**src/ctov_pkg.sv**
```systemverilog
// Shared types and constants for the CD table-of-contents offset validator.
package ctov_pkg;

   localparam int unsigned OffsetWidth = 32;
   localparam int unsigned IndexWidth  = 7;
   localparam int unsigned CodeWidth   = 4;
   localparam int unsigned CsrIdxWidth = 3;
   localparam int unsigned CsrDatWidth = 24;

   // Verdict codes.
   localparam logic [CodeWidth-1:0] ErrOk         = 4'd0;
   localparam logic [CodeWidth-1:0] ErrLeadZero   = 4'd1;
   localparam logic [CodeWidth-1:0] ErrNoTracks   = 4'd2;
   localparam logic [CodeWidth-1:0] ErrTooMany    = 4'd3;
   localparam logic [CodeWidth-1:0] ErrAboveMax   = 4'd4;
   localparam logic [CodeWidth-1:0] ErrNegative   = 4'd5;
   localparam logic [CodeWidth-1:0] ErrMisordered = 4'd6;
   localparam logic [CodeWidth-1:0] ErrShort      = 4'd7;
   localparam logic [CodeWidth-1:0] ErrTooClose   = 4'd8;

   // Register indexes on the configuration port.
   localparam logic [CsrIdxWidth-1:0] CsrMaxBlockAddress   = 3'd0;
   localparam logic [CsrIdxWidth-1:0] CsrMinTrackLength    = 3'd1;
   localparam logic [CsrIdxWidth-1:0] CsrMinOffsetDistance = 3'd2;
   localparam logic [CsrIdxWidth-1:0] CsrMaxTrackCount     = 3'd3;
   localparam logic [CsrIdxWidth-1:0] CsrRequireLeadout    = 3'd4;

   // Track index reported with count errors, and the saturation point of the count.
   localparam logic [IndexWidth-1:0] CountErrorIndex = 7'd100;
   localparam logic [IndexWidth-1:0] CountSat        = 7'd127;

   typedef struct packed {
      logic signed [OffsetWidth-1:0] frame_offset;
      logic                          is_leadout;
   } req_type;

   typedef struct packed {
      logic [CodeWidth-1:0]          error_code;
      logic signed [OffsetWidth-1:0] bad_value;
      logic [IndexWidth-1:0]         bad_index;
   } rsp_type;

   typedef struct packed {
      logic [23:0]           addr_limit;
      logic [15:0]           min_track_length;
      logic [15:0]           min_offset_distance;
      logic [IndexWidth-1:0] max_track_count;
      logic                  require_leadout;
   } cfg_type;

endpackage

```
**src/ctov_check.sv**
```systemverilog
// Offset check of one table entry against its predecessor.
module ctov_check import ctov_pkg::*; (
   input  logic signed [OffsetWidth-1:0] curr,
   input  logic signed [OffsetWidth-1:0] prev,
   input  logic                          is_leadout,
   input  cfg_type                       cfg,
   output logic [CodeWidth-1:0]          code
);

   logic signed [OffsetWidth:0] curr_x;
   logic signed [OffsetWidth:0] prev_x;
   logic signed [OffsetWidth:0] max_x;
   logic signed [OffsetWidth:0] gap;
   logic                        curr_zero;

   assign curr_x    = {curr[OffsetWidth-1], curr};
   assign prev_x    = {prev[OffsetWidth-1], prev};
   assign max_x     = {{(OffsetWidth-23){1'b0}}, cfg.addr_limit};
   assign gap       = curr_x - prev_x;
   assign curr_zero = (curr == '0);

   // A zero offset counts as a zero gap, whatever came before it.
   always_comb begin
      if (curr_x > max_x) begin
         code = ErrAboveMax;
      end else if (curr[OffsetWidth-1]) begin
         code = ErrNegative;
      end else if (!curr_zero && gap[OffsetWidth]) begin
         code = ErrMisordered;
      end else if (curr_zero || gap == '0) begin
         code = is_leadout ? ErrOk : ErrMisordered;
      end else if (gap < $signed({{(OffsetWidth-15){1'b0}}, cfg.min_track_length})) begin
         code = ErrShort;
      end else if (gap < $signed({{(OffsetWidth-15){1'b0}}, cfg.min_offset_distance})) begin
         code = ErrTooClose;
      end else begin
         code = ErrOk;
      end
   end

endmodule

```
**src/cd_toc_offset_validator.sv**
```systemverilog
// Top level of the CD table-of-contents offset validator.
//
//   Channel  Direction  Handshake              Payload
//   req_     in         req_valid / req_ready  req_data  (frame_offset, is_leadout)
//   rsp_     out        rsp_valid / rsp_ready  rsp_data  (error_code, bad_value, bad_index)
//   csr_     in         csr_valid / csr_ready  csr_index, csr_wdata
//
// An accepted item is held in an input register, is checked there against the previous
// offset and the table state, and the state is updated as it leaves that register, so a
// new item can be taken every cycle while no leadout waits. A leadout loads the result
// register as it leaves the input register. Only a leadout that finds the result register
// full and not being read waits, holding req_ready low; a held track offset always moves
// on.
// Synchronous reset clears the table state and restores the register defaults.
module cd_toc_offset_validator import ctov_pkg::*; (
   input  logic                   clock,
   input  logic                   reset,
   input  logic                   req_valid,
   output logic                   req_ready,
   input  req_type                req_data,
   output logic                   rsp_valid,
   input  logic                   rsp_ready,
   output rsp_type                rsp_data,
   input  logic                   csr_valid,
   output logic                   csr_ready,
   input  logic [CsrIdxWidth-1:0] csr_index,
   input  logic [CsrDatWidth-1:0] csr_wdata
);

   // Configuration registers.
   cfg_type cfg_ff, cfg_in;

   // Input stage.
   req_type in_ff, in_in;
   logic    in_vld_ff, in_vld_in;

   // Table state: the previous offset, a saturating track count and the first fault.
   logic signed [OffsetWidth-1:0] prev_ff, prev_in;
   logic [IndexWidth-1:0]         cnt_ff, cnt_in;
   logic                          fault_seen_ff, fault_seen_in;
   logic [CodeWidth-1:0]          fault_code_ff, fault_code_in;
   logic signed [OffsetWidth-1:0] fault_value_ff, fault_value_in;
   logic [IndexWidth-1:0]         fault_index_ff, fault_index_in;

   // Result stage.
   rsp_type rsp_ff, rsp_in;
   logic    rsp_vld_ff, rsp_vld_in;

   logic                  adv;
   logic [CodeWidth-1:0]  chk_code;
   logic [IndexWidth-1:0] cnt_inc;
   logic [IndexWidth-1:0] note_index;
   logic                  note;

   // The held item moves on unless it is a leadout and the result register cannot take it.
   assign adv       = in_vld_ff && (!in_ff.is_leadout || !rsp_vld_ff || rsp_ready);
   assign req_ready = !in_vld_ff || adv;
   assign rsp_valid = rsp_vld_ff;
   assign rsp_data  = rsp_ff;
   assign csr_ready = 1'b1;

   ctov_check u_check (
      .curr       (in_ff.frame_offset),
      .prev       (prev_ff),
      .is_leadout (in_ff.is_leadout),
      .cfg        (cfg_ff),
      .code       (chk_code)
   );

   assign cnt_inc    = (cnt_ff == CountSat) ? cnt_ff : cnt_ff + 7'd1;
   assign note_index = in_ff.is_leadout ? '0 : cnt_inc;
   // The first offset of a table is only stored; later ones record the first fault only.
   assign note       = (cnt_ff != '0) && (chk_code != ErrOk) && !fault_seen_ff;

   always_comb begin
      cfg_in = cfg_ff;
      if (csr_valid) begin
         case (csr_index)
            CsrMaxBlockAddress:   cfg_in.addr_limit          = csr_wdata;
            CsrMinTrackLength:    cfg_in.min_track_length    = csr_wdata[15:0];
            CsrMinOffsetDistance: cfg_in.min_offset_distance = csr_wdata[15:0];
            CsrMaxTrackCount:     cfg_in.max_track_count     = csr_wdata[IndexWidth-1:0];
            CsrRequireLeadout:    cfg_in.require_leadout     = csr_wdata[0];
            default:              cfg_in = cfg_ff;
         endcase
      end
   end

   always_comb begin
      in_in     = in_ff;
      in_vld_in = in_vld_ff;
      if (req_ready) begin
         in_vld_in = req_valid;
         in_in     = req_data;
      end
   end

   always_comb begin
      prev_in        = prev_ff;
      cnt_in         = cnt_ff;
      fault_seen_in  = fault_seen_ff;
      fault_code_in  = fault_code_ff;
      fault_value_in = fault_value_ff;
      fault_index_in = fault_index_ff;
      rsp_in         = rsp_ff;
      rsp_vld_in     = rsp_vld_ff && !rsp_ready;

      if (adv) begin
         if (note) begin
            fault_seen_in  = 1'b1;
            fault_code_in  = chk_code;
            fault_value_in = in_ff.frame_offset;
            fault_index_in = note_index;
         end

         if (!in_ff.is_leadout) begin
            cnt_in  = (cnt_ff == '0) ? 7'd1 : cnt_inc;
            prev_in = in_ff.frame_offset;
         end else begin
            // Verdict, in priority order, taking any fault the leadout itself just raised.
            rsp_vld_in = 1'b1;
            if (cfg_ff.require_leadout && in_ff.frame_offset == '0) begin
               rsp_in.error_code = ErrLeadZero;
               rsp_in.bad_value  = '0;
               rsp_in.bad_index  = '0;
            end else if (cnt_ff == '0) begin
               rsp_in.error_code = ErrNoTracks;
               rsp_in.bad_value  = '0;
               rsp_in.bad_index  = CountErrorIndex;
            end else if (cnt_ff > cfg_ff.max_track_count) begin
               rsp_in.error_code = ErrTooMany;
               rsp_in.bad_value  = {{(OffsetWidth-IndexWidth){1'b0}}, cnt_ff};
               rsp_in.bad_index  = CountErrorIndex;
            end else if (fault_seen_in) begin
               rsp_in.error_code = fault_code_in;
               rsp_in.bad_value  = fault_value_in;
               rsp_in.bad_index  = fault_index_in;
            end else begin
               rsp_in.error_code = ErrOk;
               rsp_in.bad_value  = '0;
               rsp_in.bad_index  = '0;
            end

            // The table state is cleared for the next table.
            prev_in        = '0;
            cnt_in         = '0;
            fault_seen_in  = 1'b0;
            fault_code_in  = '0;
            fault_value_in = '0;
            fault_index_in = '0;
         end
      end
   end

   always_ff @(posedge clock) begin
      in_ff  <= in_in;
      rsp_ff <= rsp_in;
      if (reset) begin
         cfg_ff.addr_limit          <= 24'd449999;
         cfg_ff.min_track_length    <= 16'd150;
         cfg_ff.min_offset_distance <= 16'd300;
         cfg_ff.max_track_count     <= 7'd99;
         cfg_ff.require_leadout     <= 1'b0;
         in_vld_ff      <= 1'b0;
         rsp_vld_ff     <= 1'b0;
         prev_ff        <= '0;
         cnt_ff         <= '0;
         fault_seen_ff  <= 1'b0;
         fault_code_ff  <= '0;
         fault_value_ff <= '0;
         fault_index_ff <= '0;
      end else begin
         cfg_ff         <= cfg_in;
         in_vld_ff      <= in_vld_in;
         rsp_vld_ff     <= rsp_vld_in;
         prev_ff        <= prev_in;
         cnt_ff         <= cnt_in;
         fault_seen_ff  <= fault_seen_in;
         fault_code_ff  <= fault_code_in;
         fault_value_ff <= fault_value_in;
         fault_index_ff <= fault_index_in;
      end
   end

endmodule
```
**config.mk**
```make
export PLATFORM = sky130hd
export DESIGN_NAME = cd_toc_offset_validator
export DESIGN_NICKNAME = d
export VERILOG_FILES = /design/src/ctov_pkg.sv /design/src/ctov_check.sv /design/src/cd_toc_offset_validator.sv
export SDC_FILE = /design/constraint.sdc
export NUM_CORES = 1
export LEC_CHECK = 0
export BUFFER_PORTS_ARGS = -buffer_cell sky130_fd_sc_hd__buf_4
export CORE_ASPECT_RATIO = 2
export CORE_UTILIZATION = 40
export DETAILED_ROUTE_END_ITERATION = 10
export PLACE_DENSITY = 0.66
export SYNTH_ARGS = -nofsm -noshare
export SYNTH_HDL_FRONTEND = slang
export SYNTH_HIERARCHICAL = 1
export SYNTH_SLANG_ARGS = --single-unit
```
**constraint.sdc**
```tcl
create_clock -name clock -period 14.51 [get_ports clock]
set_clock_uncertainty 0.1 [all_clocks]
set_input_delay 0 -clock clock [delete_from_list [all_inputs] [get_ports clock]]
set_output_delay 0 -clock clock [all_outputs]
set_load 0.01 [all_outputs]
```
==> out/results.tsv, run 1 <==
metric	value	unit
clk buf depth	3	
CP Max Fanout	23	
Util after Layout	49.18	%
filler instances	2978	
# IOs	111	
Power per Cell Area	98.39	nW/um2
total power	1.498	mW
Num CTS Buffers	22	
worst path cell trace	ha_1, a21oi_1, nand2_1, o21ai_0, nand2_1, xor2_1, ha_1, a21oi_1, nor2b_1, o21ai_0, a32o_1, nand2b_1, mux2_2, o31ai_1, nor2b_1, nor4_2, a211oi_4, buf_4, o21ai_2, buf_4, a22oi_1, nor2_1	
initial antenna violation count	0	
synthesized cell area	12650	um2
Cell Rows	91	
via count	11374	
Port Buffer Count	109	
kind of critical path	flop to flop	
Overflow after GRT	0	
worst path arrival time	7.15	ns
total track usage	23.85	%
Cell variety after synth	81	
unrepaired setup endpoints after global routing	no	
ANT nets after route	0	
gpl congestion	0.9375	
synthesized area per cell	8.664	um2
sequential fraction of the synthesis area	41.62	%
ys async rst share	0	%
Initial Util	40.85	%
worst slack at placement	7.712	ns
Setup crit end kind	flop	
CTS tree	yes	
Final min period	6.882	ns
setup ws final	7.628	ns
TritonRoute pass-1 iters	5	
peak per-stage delay on the critical path	0.78	ns
Leakage Power	5.757	nW
met3 usage	2.274	%
post-synthesis cell count	1460	
Worst-path clk slew	0.07	ns
Slowest cell on crit path	a211oi_4	
number of global-route vias before repair	11472	
first-iteration detailed-routing DRC count	681	
Most Crowded Layer GR	met2	
DRT Wirelength	38340	um
commonest non-fill, non-tap cell in the layout	nand2_1	
Die W	127.7	um
Core Box Area	30970	um2
Syn. warnings	6	
final hold violations	0	
met1 usage in global routing	25.73	%
area grow syn2layout	20.40	%
flip-flop and latch count after synthesis	225	
share of cells above drive strength 1	12.69	%
n_diodes	0	
Die ar.	32380	um2
max-slew violation count	0	
Peak supply drop	0.08699	mV
most frequent cells in the layout	nand2_1, dfxtp_1, a21oi_1, buf_4, inv_1	
slew margin rel.	21.08	%
Root Driver	clkbuf_16	
Startpoint Class	flop	
status	finished clean	
final worst path period share	47.43	%
count of cells resized by post-cts repair	0	
grt met2 use	44.18	%
Req. time, crit path	14.78	ns
Post-synth EDFFs	76	
clock sinks	225	
Max-Cap Viols	0	
Top FF cell, synth	dfxtp_1	
Die H	253.5	um
min-delay worst type	primary input to flop	
Clock Latency Late Sink	0.54	ns
first-pass GRT wire length	60350	um
H-tree levels	1	
Via density	5.573	
post-DP HPWL	27320	um
Least-Margin Pin Slew	1.184	ns
pin count of the biggest net entering global routing	106	
drt wl/cell	18.79	um
Syn Nets	1621	
setup_tns	0	ns
Fmax achieved	145.3	MHz
Layout Nets	1768	
DR DRC count	0	
Setup-failing EPs final	0	
-- area by class of cell --
type	count	area [um2]	share of cell area (%)
inverters	103	386.6	2.539
flip-flops and latches	225	5265	34.57
clock buffers	28	618.1	4.058
multi-input cells	1053	6644	43.62
repair buffers	202	1717	11.27
well taps	418	523.0	3.434
clock inverters	12	76.32	0.5012
-- cells by family (layout without fill, tap and decap cells) --
| kind of cell | count (synthesis) | after routing | share of synthesized area [%] |
|---|---|---|---|
| and+or+nand+nor | 564 | 564 | 21.81 |
| AOI/OAI and AO/OA | 356 | 356 | 18.26 |
| DFF | 225 | 225 | 41.62 |
| buffers and inverters | 182 | 345 | 5.984 |
| adders and majority gates | 96 | 96 | 9.555 |
| muxes | 19 | 19 | 1.563 |
| xor gates and xnor gates | 17 | 17 | 1.177 |
| other | 1 | 1 | 0.02965 |
-- per-stage QoR --
step | hold slack, ns | cells | instance area, um2
floorplan | -0.001131 | 1460 | 12650
global placement | 0.07829 | 1921 | 13730
detailed placement | 0.07946 | 1921 | 13730
CTS | 0.06391 | 2041 | 15230
global route | 0.08290 | 2041 | 15230
finish | 0.08131 | 2041 | 15230
-- synthesized netlist by cell type, types with 12 or more instances --
| cell | count | area, um2 |
|---|---|---|
| a21o_1 | 24 | 180.2 |
| nand3b_1 | 60 | 450.4 |
| buf_2 | 21 | 105.1 |
| mux2i_1 | 13 | 130.1 |
| clkbuf_1 | 47 | 176.4 |
| a21oi_2 | 21 | 183.9 |
| a21oi_1 | 148 | 740.7 |
| o21ai_0 | 34 | 170.2 |
| ha_1 | 95 | 1189 |
| edfxtp_1 | 76 | 2282 |
| inv_1 | 103 | 386.6 |
| dfxtp_1 | 149 | 2983 |
| nand3_1 | 19 | 95.09 |
| nand4_1 | 23 | 143.9 |
| nor2_1 | 96 | 360.4 |
| xnor2_1 | 12 | 105.1 |
| a22oi_1 | 46 | 345.3 |
| nor3_1 | 12 | 60.06 |
| nand2_1 | 269 | 1010 |
| nor4_1 | 21 | 131.4 |
-- metal layers --
metal  wire, um  part of all wire, %
met5          0                    0
met4       2365                  6.2
met3       1731                  4.5
met2      20120                   52
met1      14130                   37
-- critical path: cells and delay by family, from the launching register on --
family                     cells  cell delay, ns
AOI/OAI and AO/OA              9            3.02
and+or+nand+nor                7            0.94
adders and majority gates      2            0.75
buffers and inverters          2            0.73
DFF                            1            0.56
xor gates and xnor gates       1            0.32
muxes                          1            0.26
-- timing repair --
item                      CTS  global route
buffers inserted            0             0
hold buffers               80             0
hold endpoints to repair  101             0
-- where the power goes --
| group | switching, mW | internal (mW) | leakage [nW] |
|---|---|---|---|
| clock | 0.256 | 0.304 | 0.333 |
| combinational | 0.142 | 0.106 | 3.50 |
| sequential | 0.0226 | 0.668 | 1.92 |
-- state kept, by name, indices dropped and copies added (netlist names) --
| register | count |
|---|---|
| fault_value_ff | 32 |
| rsp_data | 43 |
| rsp_valid | 1 |
| in_vld_ff | 1 |
| cnt_ff | 7 |
| cfg_ff | 64 |
| in_ff | 33 |
| prev_ff | 32 |
| fault_code_ff | 4 |
| fault_seen_ff | 1 |
| fault_index_ff | 7 |
-- worst paths after layout --
path / startpoint / to / slack [ns] / cells past startpoint
worst max-delay path: in_ff[7] / fault_value_ff[16] / 7.63 / 22
worst min-delay path: req_data[5] / in_ff[5] / 0.08 / 2
worst max register to register: in_ff[7] / fault_value_ff[16] / 7.63 / 22
worst min register to register: cfg_ff[21] / cfg_ff[21] / 0.35 / 2
No activity file was read; power rests on OpenSTA's default activity.
==> run 2: changes to the inputs <==
ABC_AREA = 1   (was unset)
PLACE_DENSITY = 0.68   (was 0.66)
clock period = 5.8 ns   (was 14.51 ns; I/O delays follow)
==> out/results.tsv, run 2 <==
metric	value	unit	change
Core Box Area	33520	um2	was 30970 um2
post-synthesis cell count	1952		was 1460
post-DP HPWL	35300	um	was 27320 um
Port Buffer Count	109		unchanged
DR WL met2	23950	um	was 20120 um
total power	3.995	mW	was 1.498 mW
Syn Nets	2113		was 1621
share of cells above drive strength 1	9.673	%	was 12.69%
via count	13386		was 11374
# IOs	111		unchanged
Final min period	5.263	ns	was 6.882 ns
filler instances	3338		was 2978
initial antenna violation count	0		unchanged
flip-flop and latch count after synthesis	225		unchanged
DRT Wirelength	46460	um	was 38340 um
min-delay worst type	primary input to flop		unchanged
WHS	0.06772	ns	was 0.08131 ns
first-pass GRT wire length	71300	um	was 60350 um
Largest Register	cfg_ff		unchanged
Clock Latency Late Sink	0.56	ns	was 0.54 ns
commonest non-fill, non-tap cell in the layout	nand2_1		unchanged
Cell Rows	95		was 91
Synth top area share	22.02	%	was 23.58%
max-slew violation count	0		unchanged
Slowest cell on crit path	edfxtp_1		was a211oi_4
commonest cells in the synthesized netlist	nand2_1, inv_1, nor2_1		was nand2_1, dfxtp_1, a21oi_1
Die ar.	34660	um2	was 32380 um2
Top FF cell, synth	dfxtp_1		unchanged
CP Max Fanout	25		was 23
worst reg2reg startpoint	in_ff[2]		was in_ff[7]
sequential fraction of the synthesis area	38.86	%	was 41.62%
worst path arrival time	5.46	ns	was 7.15 ns
FF-to-FF End	rsp_data[39]		was fault_value_ff[16]
TritonRoute pass-1 iters	6		was 5
gpl congestion	0.9369		was 0.9375
drt wl/cell	18.03	um	was 18.79 um
Num CTS Buffers	23		was 22
CP startpoint	in_ff[2]		was in_ff[7]
Root Driver	clkbuf_16		unchanged
most frequent cells in the layout	nand2_1, inv_1, nor2_1, dfxtp_1, a21oi_1		was nand2_1, dfxtp_1, a21oi_1, buf_4, inv_1
Seq. cell area	5265	um2	unchanged
Setup crit end kind	flop		unchanged
Post-synth EDFFs	76		unchanged
flop-to-flop setup slack	0.54	ns	was 7.63 ns
WL met1	14990	um	was 14130 um
Worst-path clk slew	0.07	ns	about the same
CTS tree	yes		unchanged
clk buf depth	3		unchanged
kind of critical path	flop to flop		unchanged
Die H	262.3	um	was 253.5 um
hold path start	req_data[12]		was req_data[5]
top sig layer	met4		unchanged
DR DRC count	0		unchanged
most frequent cell after synthesis	nand2_1		unchanged
peak per-stage delay on the critical path	0.55	ns	was 0.78 ns
Overflow after GRT	0		unchanged
clock sinks	225		unchanged
ys async rst share	0	%	unchanged
met3 wire len	2367	um	was 1731 um
Leakage Power	7.564	nW	was 5.757 nW
area leader, netlist	dfxtp_1		unchanged
setup_tns	0	ns	unchanged
slew margin rel.	21.27	%	was 21.08%
synthesized cell area	13550	um2	was 12650 um2
Via density	5.196		was 5.573
Power per Cell Area	244.6	nW/um2	was 98.39 nW/um2
Startpoint Class	flop		unchanged
Cell variety after synth	44		was 81
Setup crit end	rsp_data[39]		was fault_value_ff[16]
Req. time, crit path	5.99	ns	was 14.78 ns
Syn. warnings	6		unchanged
n_diodes	0		unchanged
Fmax achieved	190.0	MHz	was 145.3 MHz
Layout Nets	2284		was 1768
max reg flops	64		unchanged
post-CTS setup buffers	0		unchanged
H-tree levels	1		unchanged
synth top area cells	dfxtp_1, edfxtp_1, nand2_1		was dfxtp_1, edfxtp_1, ha_1
Die W	132.1	um	was 127.7 um
unrepaired setup endpoints after global routing	no		unchanged
Setup-failing EPs final	0		unchanged
status	finished clean		unchanged
worst reg2reg path depth	33		was 22
Least-Margin Pin Slew	1.180	ns	was 1.184 ns
Initial Util	40.42	%	was 40.85%
number of global-route vias before repair	13287		was 11472
final hold violations	0		unchanged
Max-Cap Viols	0		unchanged
Util after Layout	48.73	%	was 49.18%
first-iteration detailed-routing DRC count	877		was 681
area of the multi-input gates	6824	um2	was 6644 um2
pin count of the biggest net entering global routing	85		was 106
ANT nets after route	0		unchanged
synthesized area per cell	6.941	um2	was 8.664 um2
area grow syn2layout	20.58	%	was 20.40%
Peak supply drop	0.1902	mV	was 0.08699 mV
most frequent cell on the critical path	nand2_1		
final worst path period share	90.74	%	was 47.43%
total track usage	26.82	%	was 23.85%
==> run 2: changes by cell type after synthesis, sizes merged, moves of 20 or more <==
cell and delta:
clkbuf -24, a21o -20, nand2 +323, nand3 +98, nor2 +121, a22oi -46
a21oi -27, o211ai +30, inv +202, nand3b -51, o21ai +50
==> run 2: what timing repair did <==
| item | CTS | global route |
|---|---|---|
| hold endpoints to repair | 126 | 0 |
| hold buffers | 70 | 0 |
| resized for setup | 0 | 0 |
==> run 2: power by group <==
| group | switching (mW) | internal (mW) | leakage, nW |
|---|---|---|---|
| Clock | 0.679 | 0.900 | 0.395 |
| Combinational | 0.436 | 0.254 | 5.26 |
| Sequential | 0.0508 | 1.68 | 1.91 |
| Total | 1.17 | 2.83 | 7.56 |
==> run 2: per-layer routing <==
layer / GRT usage (%) / vias to the layer above
met5: 0 / -
met4: 26.37 / 0
met3: 2.957 / 208
met2: 50.19 / 532
met1: 24.42 / 6053
li1: - / 6593
==> run 2: critical path: cells and delay by family (launching register included) <==
family	cells	cell delay [ns]
buffers and inverters	4	0.64
AO/OA/AOI/OAI	3	0.42
adder cells (fa/ha/maj)	2	0.65
AND/OR/NAND/NOR	24	2.63
flip-flops	1	0.55
==> run 2: final cells by class <==
type	instances	share of cell area (%)
Clock buffer	30	4.259
Clock inverter	12	0.6510
Inverter	309	7.100
Multi-Input combinational cell	1359	41.77
Sequential cell	225	32.23
Tap cell	436	3.339
Timing Repair Buffer	205	10.65
==> run 2: kinds of logic after synthesis <==
logic type / Yosys count / synth area share (%)
other: 1 / 0.02768
adders and majority gates: 96 / 8.921
xor gates and xnor gates: 3 / 0.1940
and+or+nand+nor: 986 / 30.06
DFF: 225 / 38.86
AOI/OAI and AO/OA: 273 / 11.07
buffers and inverters: 368 / 10.86
==> run 2: how the worst min path moves through the flow <==
stage                end  depth (start not counted)
3_5_place_dp   in_ff[14]                          1
3_3_place_gp   in_ff[19]                          1
6_report       in_ff[12]                          2
5_1_grt        in_ff[23]                          2
2_1_floorplan   in_ff[0]                          0
4_1_cts         in_ff[6]                          2
==> run 2: stage by stage <==
stage	worst slack [ns]	instance area (um2)	std cells
after floorplan	1.747	13550	1952
after detailed placement	0.6911	14830	2464
after global routing	0.2411	16340	2576
after global placement	0.6187	14830	2464
final	0.5372	16340	2576
after CTS	0.6584	16340	2576
==> run 3: changes to the inputs <==
--- a/config.mk
+++ b/config.mk
@@ -13,2 +13,3 @@
 export PLACE_DENSITY = 0.68
+export RECOVER_POWER = 50
 export SYNTH_ARGS = -nofsm -noshare
==> constraint.sdc (replaced) <==
create_clock -name clock -period 5.8 [get_ports clock]
set_clock_uncertainty 0.1 [all_clocks]
set_input_delay 0.58 -clock clock [delete_from_list [all_inputs] [get_ports clock]]
set_output_delay 0.58 -clock clock [all_outputs]
set_load 0.01 [all_outputs]
==> out/results.tsv, run 3 (synthesized netlist as in run 2, its figures left out) <==
metric	value	unit	change
Req. time, crit path	6.02	ns	was 5.99 ns
final worst path period share	95.96	%	was 90.74%
FF-to-FF End	fault_code_ff[2]		was rsp_data[39]
most frequent cell on the critical path	nand2_1		unchanged
worst reg2reg startpoint	in_ff[2]		unchanged
worst reg2reg path depth	28		was 33
status	finished, violations left		was finished clean
Max-Cap Viols	4		was 0
drt wl/cell	18.65	um	was 18.03 um
commonest non-fill, non-tap cell in the layout	nand2_1		unchanged
flop-to-flop setup slack	0.23	ns	was 0.54 ns
number of global-route vias before repair	12962		was 13287
max-slew violation count	190		was 0
gpl congestion	0.9402		was 0.9369
slew margin rel.	-79.71	%	was 21.27%
setup ws final	0.2345	ns	was 0.5372 ns
first-iteration detailed-routing DRC count	933		was 877
share of cells above drive strength 1	7.322	%	was 9.673%
Initial Util	40.42	%	unchanged
Core Box Area	33520	um2	unchanged
via count	13173		was 13386
peak per-stage delay on the critical path	0.57	ns	was 0.55 ns
total track usage	27.01	%	was 26.82%
worst path arrival time	5.79	ns	was 5.46 ns
Placement Cell Area	14900	um2	was 14830 um2
pin count of the biggest net entering global routing	85		unchanged
n_diodes	0		unchanged
total power	3.822	mW	was 3.995 mW
Overflow after GRT	0		unchanged
setup_tns	0	ns	unchanged
Largest Register	cfg_ff		unchanged
clk buf depth	3		unchanged
Startpoint Class	flop		unchanged
# IOs	111		unchanged
Worst-path clk slew	0.07	ns	about the same
area grow syn2layout	13.67	%	was 20.58%
kind of critical path	flop to flop		unchanged
Slowest cell on crit path	edfxtp_1		unchanged
final hold violations	0		unchanged
Clock Latency Late Sink	0.55	ns	was 0.56 ns
Layout Nets	2220		was 2284
Least-Margin Pin Slew	2.696	ns	was 1.180 ns
max reg flops	64		unchanged
Cell Rows	95		unchanged
most frequent cells in the layout	nand2_1, inv_1, nor2_1, dfxtp_1, a21oi_1		unchanged
post-DP HPWL	36590	um	was 35300 um
Final min period	5.566	ns	was 5.263 ns
initial antenna violation count	0		unchanged
DRT Wirelength	46840	um	was 46460 um
DR DRC count	0		unchanged
min-delay worst type	primary input to flop		unchanged
first-pass GRT wire length	71260	um	was 71300 um
post-CTS setup buffers	0		unchanged
Root Driver	clkbuf_16		unchanged
Port Buffer Count	109		unchanged
Die ar.	34660	um2	unchanged
Die W	132.1	um	unchanged
Via density	5.244		was 5.196
hold path start	req_data[22]		was req_data[12]
Die H	262.3	um	unchanged
ANT nets after route	0		unchanged
placed insts	2470		was 2464
Power per Cell Area	248.2	nW/um2	was 244.6 nW/um2
Worst Hold End	in_ff[22]		was in_ff[12]
final cell count without fillers	2512		was 2576
unrepaired setup endpoints after global routing	no		unchanged
CTS tree	yes		unchanged
worst slack at placement	0.2639	ns	was 0.6911 ns
Peak supply drop	0.1901	mV	was 0.1902 mV
H-tree levels	1		unchanged
TritonRoute pass-1 iters	6		unchanged
CP Max Fanout	29		was 25
Fmax achieved	179.7	MHz	was 190.0 MHz
Design Area, Final	15400	um2	was 16340 um2
Setup crit end kind	flop		unchanged
Num CTS Buffers	23		unchanged
clock sinks	225		unchanged
Setup-failing EPs final	0		unchanged
hold path cells	1		was 2
violations in the final reports	capacitance limit, slew limit		
Leakage Power	7.074	nW	was 7.564 nW
run 3: changes by cell type in the layout (fill, tap and decap cells not counted), sizes merged:
cell / delta
clkbuf: +79
clkinv: +1
buf: -72
dlygate4sd3: -70
clkinvlp: -2
inv: +1
bufinv: -1
run 3: worst max-delay path by stage:
stage	slack [ns]	to	cells past startpoint	start
after floorplan	1.75	rsp_data[19]	31	in_ff[1]
final	0.23	fault_code_ff[2]	28	in_ff[2]
after CTS	0.22	rsp_data[15]	26	in_ff[2]
after global placement	0.38	rsp_data[21]	26	in_ff[2]
after global routing	0.008	rsp_data[25]	28	in_ff[2]
after detailed placement	0.26	rsp_data[25]	26	in_ff[2]
run 3: metrics by stage:
| stage | utilization [%] | hold slack, ns |
|---|---|---|
| 5_1_grt | 45.94 | 0.1148 |
| 4_1_cts | 46.56 | 0.09053 |
| 3_5_place_dp | 44.46 | 0.3424 |
| 6_report | 45.94 | 0.1247 |
| 3_3_place_gp | 44.46 | 0.3401 |
| 2_1_floorplan | - | 0.3289 |
run 3: cell type report:
cell class	instances	area, um2
Fill cell	3562	18120
Multi-Input combinational cell	1359	6824
Sequential cell	225	5265
Inverter	309	1160
Timing Repair Buffer	141	902.1
Clock buffer	31	625.6
Tap cell	436	545.5
Clock inverter	11	77.57
run 3: report_power, final:
| part | total, mW | switching (mW) | internal, mW |
|---|---|---|---|
| Clock | 1.43 | 0.663 | 0.768 |
| Combinational | 0.666 | 0.448 | 0.217 |
| Sequential | 1.73 | 0.0492 | 1.68 |
| Total | 3.82 | 1.16 | 2.66 |
run 3: timing repair:
action                     in CTS  in global routing
resized for setup               0                  1
hold buffers                    0                  0
setup endpoints to repair       0                 53
run 3: layer usage:
metal / up-vias / wire length (um) / share of wire, % / GRT usage (%)
met1: 6039 / 14930 / 32 / 24.08
met2: 474 / 24390 / 52 / 50.31
met5: - / 0 / 0 / 0
met3: 210 / 2289 / 4.9 / 3.749
li1: 6450 / - / - / -
met4: 0 / 5227 / 11 / 27.15
run 3: worst max-delay path, delay by kind of cell (launching register included):
kind | cells | cell delay [ns]
buf+inv | 6 | 0.81
compound gates | 7 | 1.41
xor+xnor | 1 | 0.23
simple gates | 12 | 1.39
flops | 1 | 0.57
fa+ha+maj | 2 | 0.78
